### config.mk
export PLATFORM = sky130hd
export DESIGN_NAME = pcn_ram
export DESIGN_NICKNAME = d
export VERILOG_FILES = /design/src/sv/pcn_ram.sv
export SDC_FILE = /design/constraint.sdc
export NUM_CORES = 2
export LEC_CHECK = 0
export BUFFER_PORTS_ARGS = -buffer_cell sky130_fd_sc_hd__buf_4
export CORE_MARGIN = 5
export CORE_UTILIZATION = 50
export CTS_BUF_LIST = sky130_fd_sc_hd__clkbuf_8 sky130_fd_sc_hd__clkbuf_16
export CTS_CLUSTER_DIAMETER = 120
export DETAILED_ROUTE_END_ITERATION = 12
export PLACE_DENSITY = 0.64
export SLEW_MARGIN = 25
export SYNTH_ARGS = -nofsm -noshare
export SYNTH_HDL_FRONTEND = slang
export SYNTH_SLANG_ARGS = --single-unit
### constraint.sdc
create_clock -name clock -period 7.1 [get_ports clock]
set_input_delay 1.775 -clock clock [delete_from_list [all_inputs] [get_ports clock]]
set_output_delay 1.775 -clock clock [all_outputs]
set_load 0.02 [all_outputs]
### src/sv/pcn_ram.sv
// Generic single-port-write, registered-read RAM.
`timescale 1ns / 1ps
module pcn_ram #(
   parameter int WIDTH = 48,
   parameter int DEPTH = 64
) (
   input  logic                     clock,
   input  logic                     wr_en,
   input  logic [$clog2(DEPTH)-1:0] wr_addr,
   input  logic [WIDTH-1:0]         wr_data,
   input  logic [$clog2(DEPTH)-1:0] rd_addr,
   output logic [WIDTH-1:0]         rd_data
);

   logic [WIDTH-1:0] mem [DEPTH];

   always_ff @(posedge clock) begin
      if (wr_en) begin
         mem[wr_addr] <= wr_data;
      end
      rd_data <= mem[rd_addr];
   end

endmodule

# After elaboration in Yosys (flattened, before gate mapping)
# Memory sizes are Yosys's and may differ from the RTL's. A register that Yosys moved wholly into a read port is not among the register bits.
# Cells that the tools add are included.
# word_totals
mem_count	1
reg_bits	0
in_bits	62
output_inout_bits	48
mem_bits_rw	3072
# classes
n_mux	2
# mem_list
name	depth	width	read_ports	rd_ports_with_merged_regs	write_ports	line	rtl
mem	64	48	1	1	1	15	logic [WIDTH-1:0] mem [DEPTH];
# op_table
op	n
1-bit 2-to-1 mux	2

# Logic depth before layout (Yosys ltp)
# depth
ltp_word	2
mapped_depth	9
depth_no_buf	5

# Worst setup path after synthesis
# No wires, ideal clock.
# synth_path
kind	input to register
from	input port wr_addr[3]
to	memory mem[48][0], enable pin
cell_stages	4
setup_time_ns	0.513
required_ns	6.587
t_arrival_ns	5.547
path_slack_ns	1.040
path_cell_list	clkbuf_1 -> nor2b_1 -> nand4b_1 -> nor3_1
# synth_lines
element	line	rtl
from (decl)	9	input logic [$clog2(DEPTH)-1:0] wr_addr,
to (decl)	15	
# No word-level cell before the write port.

==> flow_summary.json <==
{
  "whs_path_depth": 4,
  "h-tree-depth": 5,
  "rsz0062_at_grt": "no",
  "crit_type": "input port to flop",
  "grt_usage_pct": 25.8,
  "power.total_uw": 38000,
  "regArea_um2": 93200,
  "cts_resized": 0,
  "hold_class": "flop to flop",
  "drive_gt1_share_pct": 28.3,
  "die-area_um2": 244000,
  "drv_slew": 0,
  "tns_ns": 0,
  "hpwl_um": 177000,
  "max-vdd-ir-drop_mv": 0.224,
  "timing.final.hold_violations": 0,
  "startpoint_type": "input port",
  "wl_per_cell_um": 36.1,
  "root_buffer": "clkbuf_16",
  "syn-cell-area_um2": 117000,
  "finalCriticalPeriod_ns": 4.19,
  "start_util_pct": 50.3,
  "grt_max_degree": 98,
  "syn_inst": 4970,
  "drtAntennaViolNets": 0,
  "grt_pass1_wl_um": 442000,
  "grt_pass1_vias": 56800,
  "async_reset_ff_share_pct": 0,
  "postCtsSetupBuffers": 0,
  "rr_worst_depth": 4,
  "die_w_um": 494,
  "synth_nets": 5032,
  "setup_viol": 0,
  "fin_nets": 5386,
  "synth_cell_types": 36,
  "regToRegStartpoint": "mem[3][10]$_DFFE_PP_",
  "max_slew_margin_pct": 23.8,
  "whs_endpoint": "rd_data[33]$_DFF_P_",
  "power_density_nw_per_um2": 286,
  "power.static_leakage_uw": 0.0415,
  "place.gp.congestion": 0.811,
  "postCtsHoldBufs": 0,
  "design.core.area_um2": 233000,
  "r2r-end": "rd_data[10]$_DFF_P_",
  "areaGrowthSynthToFinish_pct": 13.5,
  "hold_ws_ns": 0.829,
  "die_y_um": 494,
  "numClockSinks": 3120,
  "rows": 177,
  "path_clk_slew_ns": 0.06,
  "yosys_warnings": 0,
  "fillers": 16700,
  "cts_tree": "yes",
  "vias_per_cell": 6.55,
  "multi_input_area_um2": 22900,
  "synth_seq_cells": 3120,
  "drt-initial-drc-count": 7716,
  "fin_crit_sh_pct": 59.1,
  "critPathCaptureType": "flop",
  "maxCapViolations": 0,
  "crit_fanout": 51,
  "worst_ep_arrival_time_ns": 4.99,
  "dr_total_vias": 56900,
  "setup.worst_path.start": "rd_addr[2]",
  "outcome": "completed",
  "clockBufferDepth": 4,
  "rrSetupSlack_ns": 4.80,
  "avgSynthCellArea_um2": 23.6,
  "ios": 110,
  "overflow": 0,
  "worst_pin_slew_ns": 1.14,
  "clock_latency_ns": 0.94,
  "synth_seq_area_share_pct": 79.6,
  "min-delay-start": "mem[58][33]$_DFFE_PP_",
  "antenna_found_initial": 13,
  "io_buffers": 109,
  "synth-main-ff-cell": "edfxtp_1",
  "routed_wl_um": 314000,
  "drt-pass1-iter-count": 5,
  "synth-edff-count": 3072,
  "cts_buffers": 324,
  "drcViolationCount": 0,
  "finClkSkew_ns": 0.0377,
  "required_ns": 7.89,
  "max_freq_ghz": 0.238
}
==> synthesized netlist by cell type (2+ instances only) <==
| cell | count | area (um^2) |
|---|---|---|
| a22oi_1 | 72 | 541 |
| and2_1 | 3 | 18.8 |
| nor2b_1 | 24 | 150 |
| a311oi_1 | 11 | 96.3 |
| buf_4 | 62 | 465 |
| a221oi_1 | 83 | 727 |
| a21oi_1 | 74 | 370 |
| nor2_1 | 132 | 495 |
| mux4_2 | 754 | 17000 |
| nand3_1 | 7 | 35.0 |
| a211oi_1 | 32 | 240 |
| clkbuf_1 | 98 | 368 |
| nor3_1 | 3 | 15.0 |
| buf_2 | 98 | 490 |
| or2_2 | 3 | 18.8 |
| a22o_1 | 57 | 499 |
| nand2_1 | 55 | 206 |
| or3_1 | 3 | 18.8 |
| nand2b_1 | 10 | 62.6 |
| a31o_2 | 5 | 43.8 |
| or3b_2 | 4 | 35.0 |
| nand3b_1 | 5 | 37.5 |
| o22ai_1 | 122 | 763 |
| dfxtp_1 | 48 | 961 |
| mux2_2 | 12 | 135 |
| o221ai_1 | 28 | 245 |
| edfxtp_1 | 3072 | 92200 |
| mux2i_1 | 63 | 631 |
| buf_1 | 12 | 45.0 |
| nand4_1 | 2 | 12.5 |
| buf_6 | 11 | 124 |
==> through the flow <==
stage | util, % | cells | instance area (um^2) | setup WS [ns]
6_report | 57.1 | 8692 | 133000 | 2.91
4_1_cts | 57.1 | 8687 | 133000 | 3.00
3_3_place_gp | 52.7 | 8113 | 123000 | 1.99
5_1_grt | 57.1 | 8690 | 133000 | 2.86
3_5_place_dp | 52.9 | 8130 | 123000 | 2.02
2_1_floorplan | - | 4970 | 117000 | 1.04
==> sequential cells by signal (all words and copies together), names as in the netlist <==
register	cells
mem	3072
rd_data	48
==> cell families after synthesis <==
family | share of synthesized area, %
AND/OR/NAND/NOR | 0.957
buffers and inverters | 1.28
flip-flops | 79.6
multiplexers | 15.2
AO/OA/AOI/OAI | 3.02
==> worst max path at each step <==
stage / end / slack, ns / cells past startpoint
2_1_floorplan: mem[48][0]$_DFFE_PP_ / 1.04 / 4
3_3_place_gp: rd_data[25]$_DFF_P_ / 1.99 / 9
3_5_place_dp: rd_data[7]$_DFF_P_ / 2.02 / 7
4_1_cts: rd_data[7]$_DFF_P_ / 3.00 / 7
5_1_grt: rd_data[25]$_DFF_P_ / 2.86 / 9
6_report: rd_data[7]$_DFF_P_ / 2.91 / 7
==> cell type report <==
cell class	instances	area share, %
clock inverters	213	0.912
flip-flops and latches	3120	70.1
diodes	5	0.00942
multi-input cells	1568	17.3
well taps	3132	2.95
clock buffers	344	6.36
repair buffers	310	2.36
==> per-layer routing <==
metal / GRT usage (%) / vias to the layer above / share of wire [%]
li1: - / 22200 / -
met1: 37.0 / 30900 / 39
met2: 40.5 / 3211 / 48
met3: 4.89 / 561 / 9.7
met4: 8.58 / 6 / 3.7
met5: 0 / - / 0.011
==> layout by cell type (no fill, tap or decap), types with 6 or more instances in the layout <==
cell type,count
a22oi_1,72
buf_4,252
nand2_1,53
clkinv_2,31
a221oi_1,83
nor2b_1,20
a311oi_1,11
nor2_1,68
clkbuf_16,330
o221ai_1,28
inv_6,7
nand3_1,6
bufinv_16,10
mux2i_1,63
inv_1,88
buf_16,14
mux4_2,754
clkinv_1,62
o22ai_1,122
clkbuf_8,14
mux2_2,12
edfxtp_1,3072
a22o_1,57
clkinvlp_4,9
a21oi_1,74
a211oi_1,32
buf_12,41
nor2_4,64
dfxtp_1,48
nand2b_1,8
==> critical path, stage by stage <==
cell and delay [ns]:
buf_8 0.38, buf_4 0.69, nand2_1 0.82, o22ai_1 0.41, nor2_1 0.07, a21oi_1 0.66
nor2_1 0.10
==> report_power, final <==
group | switching (uW) | leakage (uW) | internal (uW)
clock network | 6730 | 0.00506 | 8890
logic | 1180 | 0.00842 | 674
registers | 99.4 | 0.0280 | 20400
total | 8010 | 0.0415 | 30000
No activity file was read; power rests on OpenSTA's default activity.
