### config.mk
export PLATFORM = sky130hd
export DESIGN_NAME = pcn_div
export DESIGN_NICKNAME = d
export VERILOG_FILES = /design/src/sv/pcn_pkg.sv /design/src/sv/pcn_div.sv
export SDC_FILE = /design/constraint.sdc
export NUM_CORES = 1
export LEC_CHECK = 0
export BUFFER_PORTS_ARGS = -buffer_cell sky130_fd_sc_hd__buf_2
export CORE_MARGIN = 2
export CORE_UTILIZATION = 55
export CTS_BUF_LIST = sky130_fd_sc_hd__clkbuf_16
export DETAILED_ROUTE_END_ITERATION = 16
export GPL_TIMING_DRIVEN = 0
export MAX_ROUTING_LAYER = met4
export PLACE_DENSITY_LB_ADDON = 0.1
export SLEW_MARGIN = 20
export SYNTH_ARGS = -nofsm -noshare
export SYNTH_HDL_FRONTEND = slang
export SYNTH_SLANG_ARGS = --single-unit
### constraint.sdc
create_clock -name clock -period 3.5 [get_ports clock]
set_input_delay 0.175 -clock clock [delete_from_list [all_inputs] [get_ports clock]]
set_output_delay 0.175 -clock clock [all_outputs]
set_load 0.01 [all_outputs]
### src/sv/pcn_pkg.sv
// Shared types and constants of the point cloud normalizer.
`timescale 1ns / 1ps
package pcn_pkg;

   localparam int MAX_POINTS_DEF = 64;
   localparam int COORD_W        = 16;
   localparam int SUM_W          = 22;
   localparam int CEN_W          = 17;
   localparam int SQ_W           = 34;
   localparam int DIST_W         = 18;
   localparam int DIV_N_W        = 33;
   localparam int DIV_D_W        = 19;

   typedef enum logic [3:0] {
      ST_LOAD,
      ST_MEAN_GO,
      ST_MEAN_WAIT,
      ST_SCAN_RD,
      ST_SCAN_C,
      ST_SCAN_SQ,
      ST_SCAN_MAX,
      ST_SQRT,
      ST_EMIT_RD,
      ST_EMIT_C,
      ST_EMIT_GO,
      ST_EMIT_WAIT,
      ST_EMIT_OUT
   } state_type;

   typedef struct packed {
      logic busy;
      logic done;
   } div_status_type;

endpackage

### src/sv/pcn_div.sv
// Restoring unsigned divider, one quotient bit per cycle.
`timescale 1ns / 1ps
module pcn_div import pcn_pkg::*; (
   input  logic               clock,
   input  logic               reset,
   input  logic               start,
   input  logic [DIV_N_W-1:0] dividend,
   input  logic [DIV_D_W-1:0] divisor,
   output logic [DIV_N_W-1:0] quotient,
   output div_status_type     status
);

   localparam int CNT_W = $clog2(DIV_N_W + 1);

   logic [DIV_N_W-1:0] quo_ff, quo_in;
   logic [DIV_D_W-1:0] rem_ff, rem_in;
   logic [DIV_D_W-1:0] den_ff, den_in;
   logic [CNT_W-1:0]   cnt_ff, cnt_in;
   logic               busy_ff, busy_in;
   logic               done_ff, done_in;
   logic [DIV_D_W:0]   rem_sh;

   always_comb begin
      quo_in  = quo_ff;
      rem_in  = rem_ff;
      den_in  = den_ff;
      cnt_in  = cnt_ff;
      busy_in = busy_ff;
      done_in = 1'b0;
      rem_sh  = {rem_ff, quo_ff[DIV_N_W-1]};
      if (start) begin
         quo_in  = dividend;
         rem_in  = '0;
         den_in  = divisor;
         cnt_in  = CNT_W'(DIV_N_W);
         busy_in = 1'b1;
      end else if (busy_ff) begin
         if (rem_sh >= {1'b0, den_ff}) begin
            rem_in = DIV_D_W'(rem_sh - {1'b0, den_ff});
            quo_in = {quo_ff[DIV_N_W-2:0], 1'b1};
         end else begin
            rem_in = rem_sh[DIV_D_W-1:0];
            quo_in = {quo_ff[DIV_N_W-2:0], 1'b0};
         end
         cnt_in = cnt_ff - 1'b1;
         if (cnt_ff == CNT_W'(1)) begin
            busy_in = 1'b0;
            done_in = 1'b1;
         end
      end
   end

   always_ff @(posedge clock) begin
      if (reset) begin
         busy_ff <= 1'b0;
         done_ff <= 1'b0;
         cnt_ff  <= '0;
      end else begin
         busy_ff <= busy_in;
         done_ff <= done_in;
         cnt_ff  <= cnt_in;
      end
      quo_ff <= quo_in;
      rem_ff <= rem_in;
      den_ff <= den_in;
   end

   assign quotient    = quo_ff;
   assign status.busy = busy_ff;
   assign status.done = done_ff;

endmodule

Yosys cells after proc, flatten, opt, wreduce, memory -nomap -nowiden
Cells that the tools add are included.

Equality and inequality tests: 1. $mul: 0. Muxes and demuxes: 10. Divide/modulo/power cells: 0. Order comparisons: 1. Add/sub/neg operators: 2. Shift operators: 0. Bitwise gates (word level): 1. Reduce and logical (&&, ||, !) cells: 3.

Operators by type and width (count): two-way mux 33 bit (2); >= comparator 20 x 19 -> 1 bit (1); two-way mux 19 bit (1); subtractor 19 bit (1); two-way mux 6 bit (2); equality test 6 x 1 -> 1 bit (second input constant) (1); subtractor 6 x 1 -> 6 bit (second input constant) (1); two-way mux 1 bit (5); OR reduction 3 bit (1); nonzero test 2 bit (1); OR reduction 2 bit (1); NOT 1 bit (1).

RAM bits: 0. Memories kept: 0. ROM bits: 0. Bits in registers: 79. Word-level logic and storage cells: 25. Output and inout bits: 35. Latch bits: 0.

Depth between registers and ports, before layout
Word-level depth: 4. Mapped depth: 12. Depth with buffers taken out: 10.

Worst setup path after synthesis
OpenSTA, ideal clock, no wires.

Path type: reg-to-reg. Start: register quo_ff[32], in the netlist quotient[32]. End: register quo_ff[0], in the netlist quotient[0], data pin. Arrival: 2.599 ns. Stages on the path, launching flop included: 12. Required time: 3.240 ns. Setup slack: 0.641 ns. Library setup time: 0.260 ns. Cells stage by stage: edfxtp_1 > inv_1 > ha_1 > fa_1 > nand2b_1 > a211oi_1 > a311oi_2 > a211oi_1 > or4_4 > buf_6 > buf_6 > mux2_2.

Cells in the longest elaborated chain, start to end: 4.

Ends and longest elaborated chain: from (decl) (RTL line pcn_div.sv:15) `logic [DIV_N_W-1:0] quo_ff, quo_in;`; from (signal assigned) (RTL line pcn_div.sv:63) `quo_ff <= quo_in;`; >= comparator 20 x 19 -> 1 bit (RTL line pcn_div.sv:38) `if (rem_sh >= {1'b0, den_ff}) begin`; two-way mux 1 bit (RTL line pcn_div.sv:38); two-way mux 33 bit (RTL line pcn_div.sv:37) `end else if (busy_ff) begin`; two-way mux 33 bit (RTL line pcn_div.sv:31) `if (start) begin`; net quo_in[0] (RTL line pcn_div.sv:15).

The timed path passes the listed nets, and every way through them passes these cells. The select of a mux whose other input is x is not followed. A chain may end at the register's enable or synchronous reset.

Worst setup path after layout
Start: register quo_ff[32], in the netlist quotient[32]. End: register rem_ff[10].

Cells in the longest elaborated chain, start to end: 2. Elaborated cells between the ends (all ways): 3.

Ends and longest elaborated chain: subtractor 19 bit / >= comparator 20 x 19 -> 1 bit (equally long branches) (RTL line pcn_div.sv:39, pcn_div.sv:38); two-way mux 19 bit (*) (RTL line pcn_div.sv:38); to (signal assigned) (RTL line pcn_div.sv:64) `rem_ff <= rem_in;`; to (decl) (RTL line pcn_div.sv:16) `logic [DIV_D_W-1:0] rem_ff, rem_in;`.

Every way passes the cells marked *; elsewhere a longest branch is shown, timed or not.

==> impl_metrics.env <==
export IMPL_clock_skew_ns=0.0118
export IMPL_core_area_um2=7650
export IMPL_grt_antenna_before_repair=0
export IMPL_overflow=0
export IMPL_path_delay_family="compound AO/OA/AOI/OAI gates"
export IMPL_crit_slowest_cell="a311oi_2"
export IMPL_firstDrtPassIters=4
export IMPL_fin_setup_tns_ns=0
export IMPL_gp_congestion=0.928
export IMPL_num_nets_final=560
export IMPL_p_per_area_nw_per_um2=512
export IMPL_cts_num_sinks=79
export IMPL_final_max_slew_violation_count=0
export IMPL_required_ns=3.70
export IMPL_cp_cell_sequence="inv_1 > ha_1 > fa_1 > nand2b_1 > a211oi_1 > a311oi_2 > a211oi_1 > or4_4 > buf_6 > buf_2 > mux2i_1 > a211oi_1"
export IMPL_maxUsedRoutingLayer="met4"
export IMPL_avgViaCountPerCell=5.52
export IMPL_cts_tree="yes"
export IMPL_io_pins=90
export IMPL_die_area_um2=8510
export IMPL_postRouteAntennaNets=0
export IMPL_root_buffer="clkbuf_16"
export IMPL_grt_pass1_vias=3278
export IMPL_routed_wl_um=9430
export IMPL_cts_setup_buffers=0
export IMPL_synthArstFlopShare_pct=0
export IMPL_initial_core_util_pct=56.0
export IMPL_crit_fanout=10
export IMPL_die_h_um=92.3
export IMPL_period_needed_ns=3.27
export IMPL_drc_errors=0
export IMPL_cts_buffers=9
export IMPL_hold_viol=0
export IMPL_grt_start_max_net_pins=34
export IMPL_h_tree_depth=3
export IMPL_syn2layout_area_growth_pct=19.8
export IMPL_worst_path_buf_inv=3
export IMPL_worstSetupPathType="register to register"
export IMPL_postSynthNetCount=461
export IMPL_synth_distinct_cells=58
export IMPL_syn_avg_cell_area_um2=11.2
export IMPL_post_cts_resized=0
export IMPL_maxSlewHeadroom_pct=49.0
export IMPL_dp_final_hpwl_um=6780
export IMPL_rows=32
export IMPL_worst_pin_slew_ns=0.764
export IMPL_synthCells=384
export IMPL_place_port_buffers=88
export IMPL_holdBufCountCts=0
export IMPL_antennaDiodeCount=0
export IMPL_synth_seq_area_share_pct=49.1
export IMPL_hold_path_class="input port to register"
export IMPL_drive_above_1_share_pct=32.4
export IMPL_die_w_um=92.3
export IMPL_clock_latency_ns=0.34
export IMPL_maxCapViolCount=0
export IMPL_cp_common_cell="a211oi_1"
export IMPL_yosys_warnings=0
export IMPL_m1WireLength_um=4240
export IMPL_grt_pass1_wl_um=15400
export IMPL_setup_viol=0
export IMPL_ys_dominant_reg_cell="edfxtp_1"
export IMPL_finalCritPeriodShare_pct=93.5
export IMPL_syn_area_um2=4290
export IMPL_wl_met3_um=524
export IMPL_p_total_mw=2.63
export IMPL_dr_wl_met2_um=4480
export IMPL_worst_path_largest_cell_delay_ns=0.54
export IMPL_num_vias=3259
export IMPL_clk_pin_slew_ns=0.06
export IMPL_synth_edff_count=52
export IMPL_ys_ff_latch=79
export IMPL_max_freq_mhz=306
export IMPL_p_leak_nw=2.19
export IMPL_outcome="finished clean"
export IMPL_grt_usage_pct=24.0
export IMPL_clock_path_buffers=2
export IMPL_cp_data_arrival_time_ns=3.47
export IMPL_wire_per_inst_um=16.0
export IMPL_drt_iter0_drc=262
export IMPL_cp_start_kind="register"
export IMPL_critPathCaptureType="register"
export IMPL_irDropWorstVdd_mv=0.287
export IMPL_rsz0062_at_grt="no"
==> power by group <==
group | internal [mW] | total [mW] | switching, mW
clock | 0.486 | 0.880 | 0.394
sequential | 1.10 | 1.14 | 0.0492
combinational | 0.276 | 0.606 | 0.330
total | 1.86 | 2.63 | 0.773
==> cells in the final DEF, fill, tap and decap left out, types with 3 or more instances in the layout <==
master,count
nand4_1,3
dfxtp_1,27
clkinv_4,3
nand3_1,10
inv_1,29
edfxtp_1,52
a21oi_1,17
nand2_1,14
o21a_1,3
ha_1,21
a21o_1,7
nand2b_1,3
xnor2_1,9
a211oi_1,13
buf_2,90
mux2i_1,13
clkbuf_16,9
o21bai_1,3
xor2_1,6
or3_1,4
buf_6,3
nor2_1,33
clkbuf_1,13
mux2_2,34
a211oi_2,3
o21ai_0,11
nor3_1,8
==> worst reg2reg max path, stage by stage (launching register included) <==
cell	delay, ns
edfxtp_1	0.38
inv_1	0.09
ha_1	0.20
fa_1	0.22
nand2b_1	0.15
a211oi_1	0.09
a311oi_2	0.54
a211oi_1	0.17
or4_4	0.52
buf_6	0.15
buf_2	0.23
mux2i_1	0.28
a211oi_1	0.11
==> registers in the layout, indices dropped and copies added (netlist names) <==
name      flops
rem_ff       19
cnt_ff        6
den_ff       19
quotient     33
done_ff       1
busy_ff       1
==> cell families (layout without fill, tap and decap cells) <==
family                     after synthesis  after routing  synth area share (%)
muxes                                   48             48                  12.3
buffers and inverters                   51            155                  5.23
adders and majority gates               22             22                  6.60
and+or+nand+nor                         91             91                  10.6
AOI/OAI and AO/OA                       78             78                  13.1
xor gates and xnor gates                15             15                  3.07
DFF                                     79             79                  49.1
==> layer usage <==
layer | vias up | track usage (%)
li1 | 1612 | -
met1 | 1529 | 30.1
met2 | 99 | 38.7
met3 | 19 | 4.44
met4 | 0 | 9.70
met5 | - | -
==> synth_stat cells, types with 2 or more instances <==
cell	count	area share, %
a211oi_1	13	2.3
a211oi_2	3	0.88
a21o_1	7	1.2
a21oi_1	17	2.0
a311oi_1	2	0.41
a31o_2	2	0.41
a31oi_1	2	0.29
and3_1	2	0.29
buf_2	2	0.23
buf_4	2	0.35
buf_6	3	0.79
clkbuf_1	13	1.1
dfxtp_1	27	13
edfxtp_1	52	36
ha_1	21	6.1
inv_1	29	2.5
mux2_2	34	8.9
mux2i_1	13	3.0
nand2_1	14	1.2
nand2b_1	3	0.44
nand3_1	10	1.2
nand3b_1	2	0.35
nand4_1	3	0.44
nor2_1	33	2.9
nor2b_1	2	0.29
nor3_1	8	0.93
nor3b_1	2	0.35
o21a_1	3	0.53
o21ai_0	11	1.3
o21ba_2	2	0.47
o21bai_1	3	0.53
o31ai_1	2	0.35
or3_1	4	0.58
xnor2_1	9	1.8
xor2_1	6	1.2
==> final cells by class <==
type                       instances  area [um^2]
multi-input combinational        254         1960
timing repair buffer              88          440
tap                              102          128
clock buffer                       9          225
fill                             619         2510
sequential                        79         2100
buffer                            21          111
clock inverter                     7         55.1
inverter                          30          113
==> stage by stage <==
step / util [%] / hold WS [ns] / std cells / instance area, um^2 / setup slack (ns)
after global routing: 67.1 / 0.000874 / 590 / 5130 / 0.00438
final: 67.1 / 0.00897 / 590 / 5130 / 0.227
after global placement: 63.5 / 0.352 / 574 / 4850 / 0.339
after CTS: 67.1 / 0.00322 / 590 / 5130 / 0.229
after floorplan: - / 0.274 / 384 / 4290 / 0.641
after detailed placement: 63.5 / 0.353 / 574 / 4850 / 0.241
==> path summary, 6_finish.rpt <==
| kind | startpoint | slack (ns) | cells past startpoint | to |
|---|---|---|---|---|
| min | divisor[7] | 0.009 | 1 | den_ff[7]$_DFFE_PP_ |
| max | quotient[32]$_DFFE_PP_ | 0.23 | 12 | rem_ff[10]$_SDFFE_PP0P_ |
| min reg2reg | rem_ff[5]$_SDFFE_PP0P_ | 0.51 | 2 | rem_ff[5]$_SDFFE_PP0P_ |
| max reg2reg | quotient[32]$_DFFE_PP_ | 0.23 | 12 | rem_ff[10]$_SDFFE_PP0P_ |
Note: power is estimated with default switching activity, not from simulation.
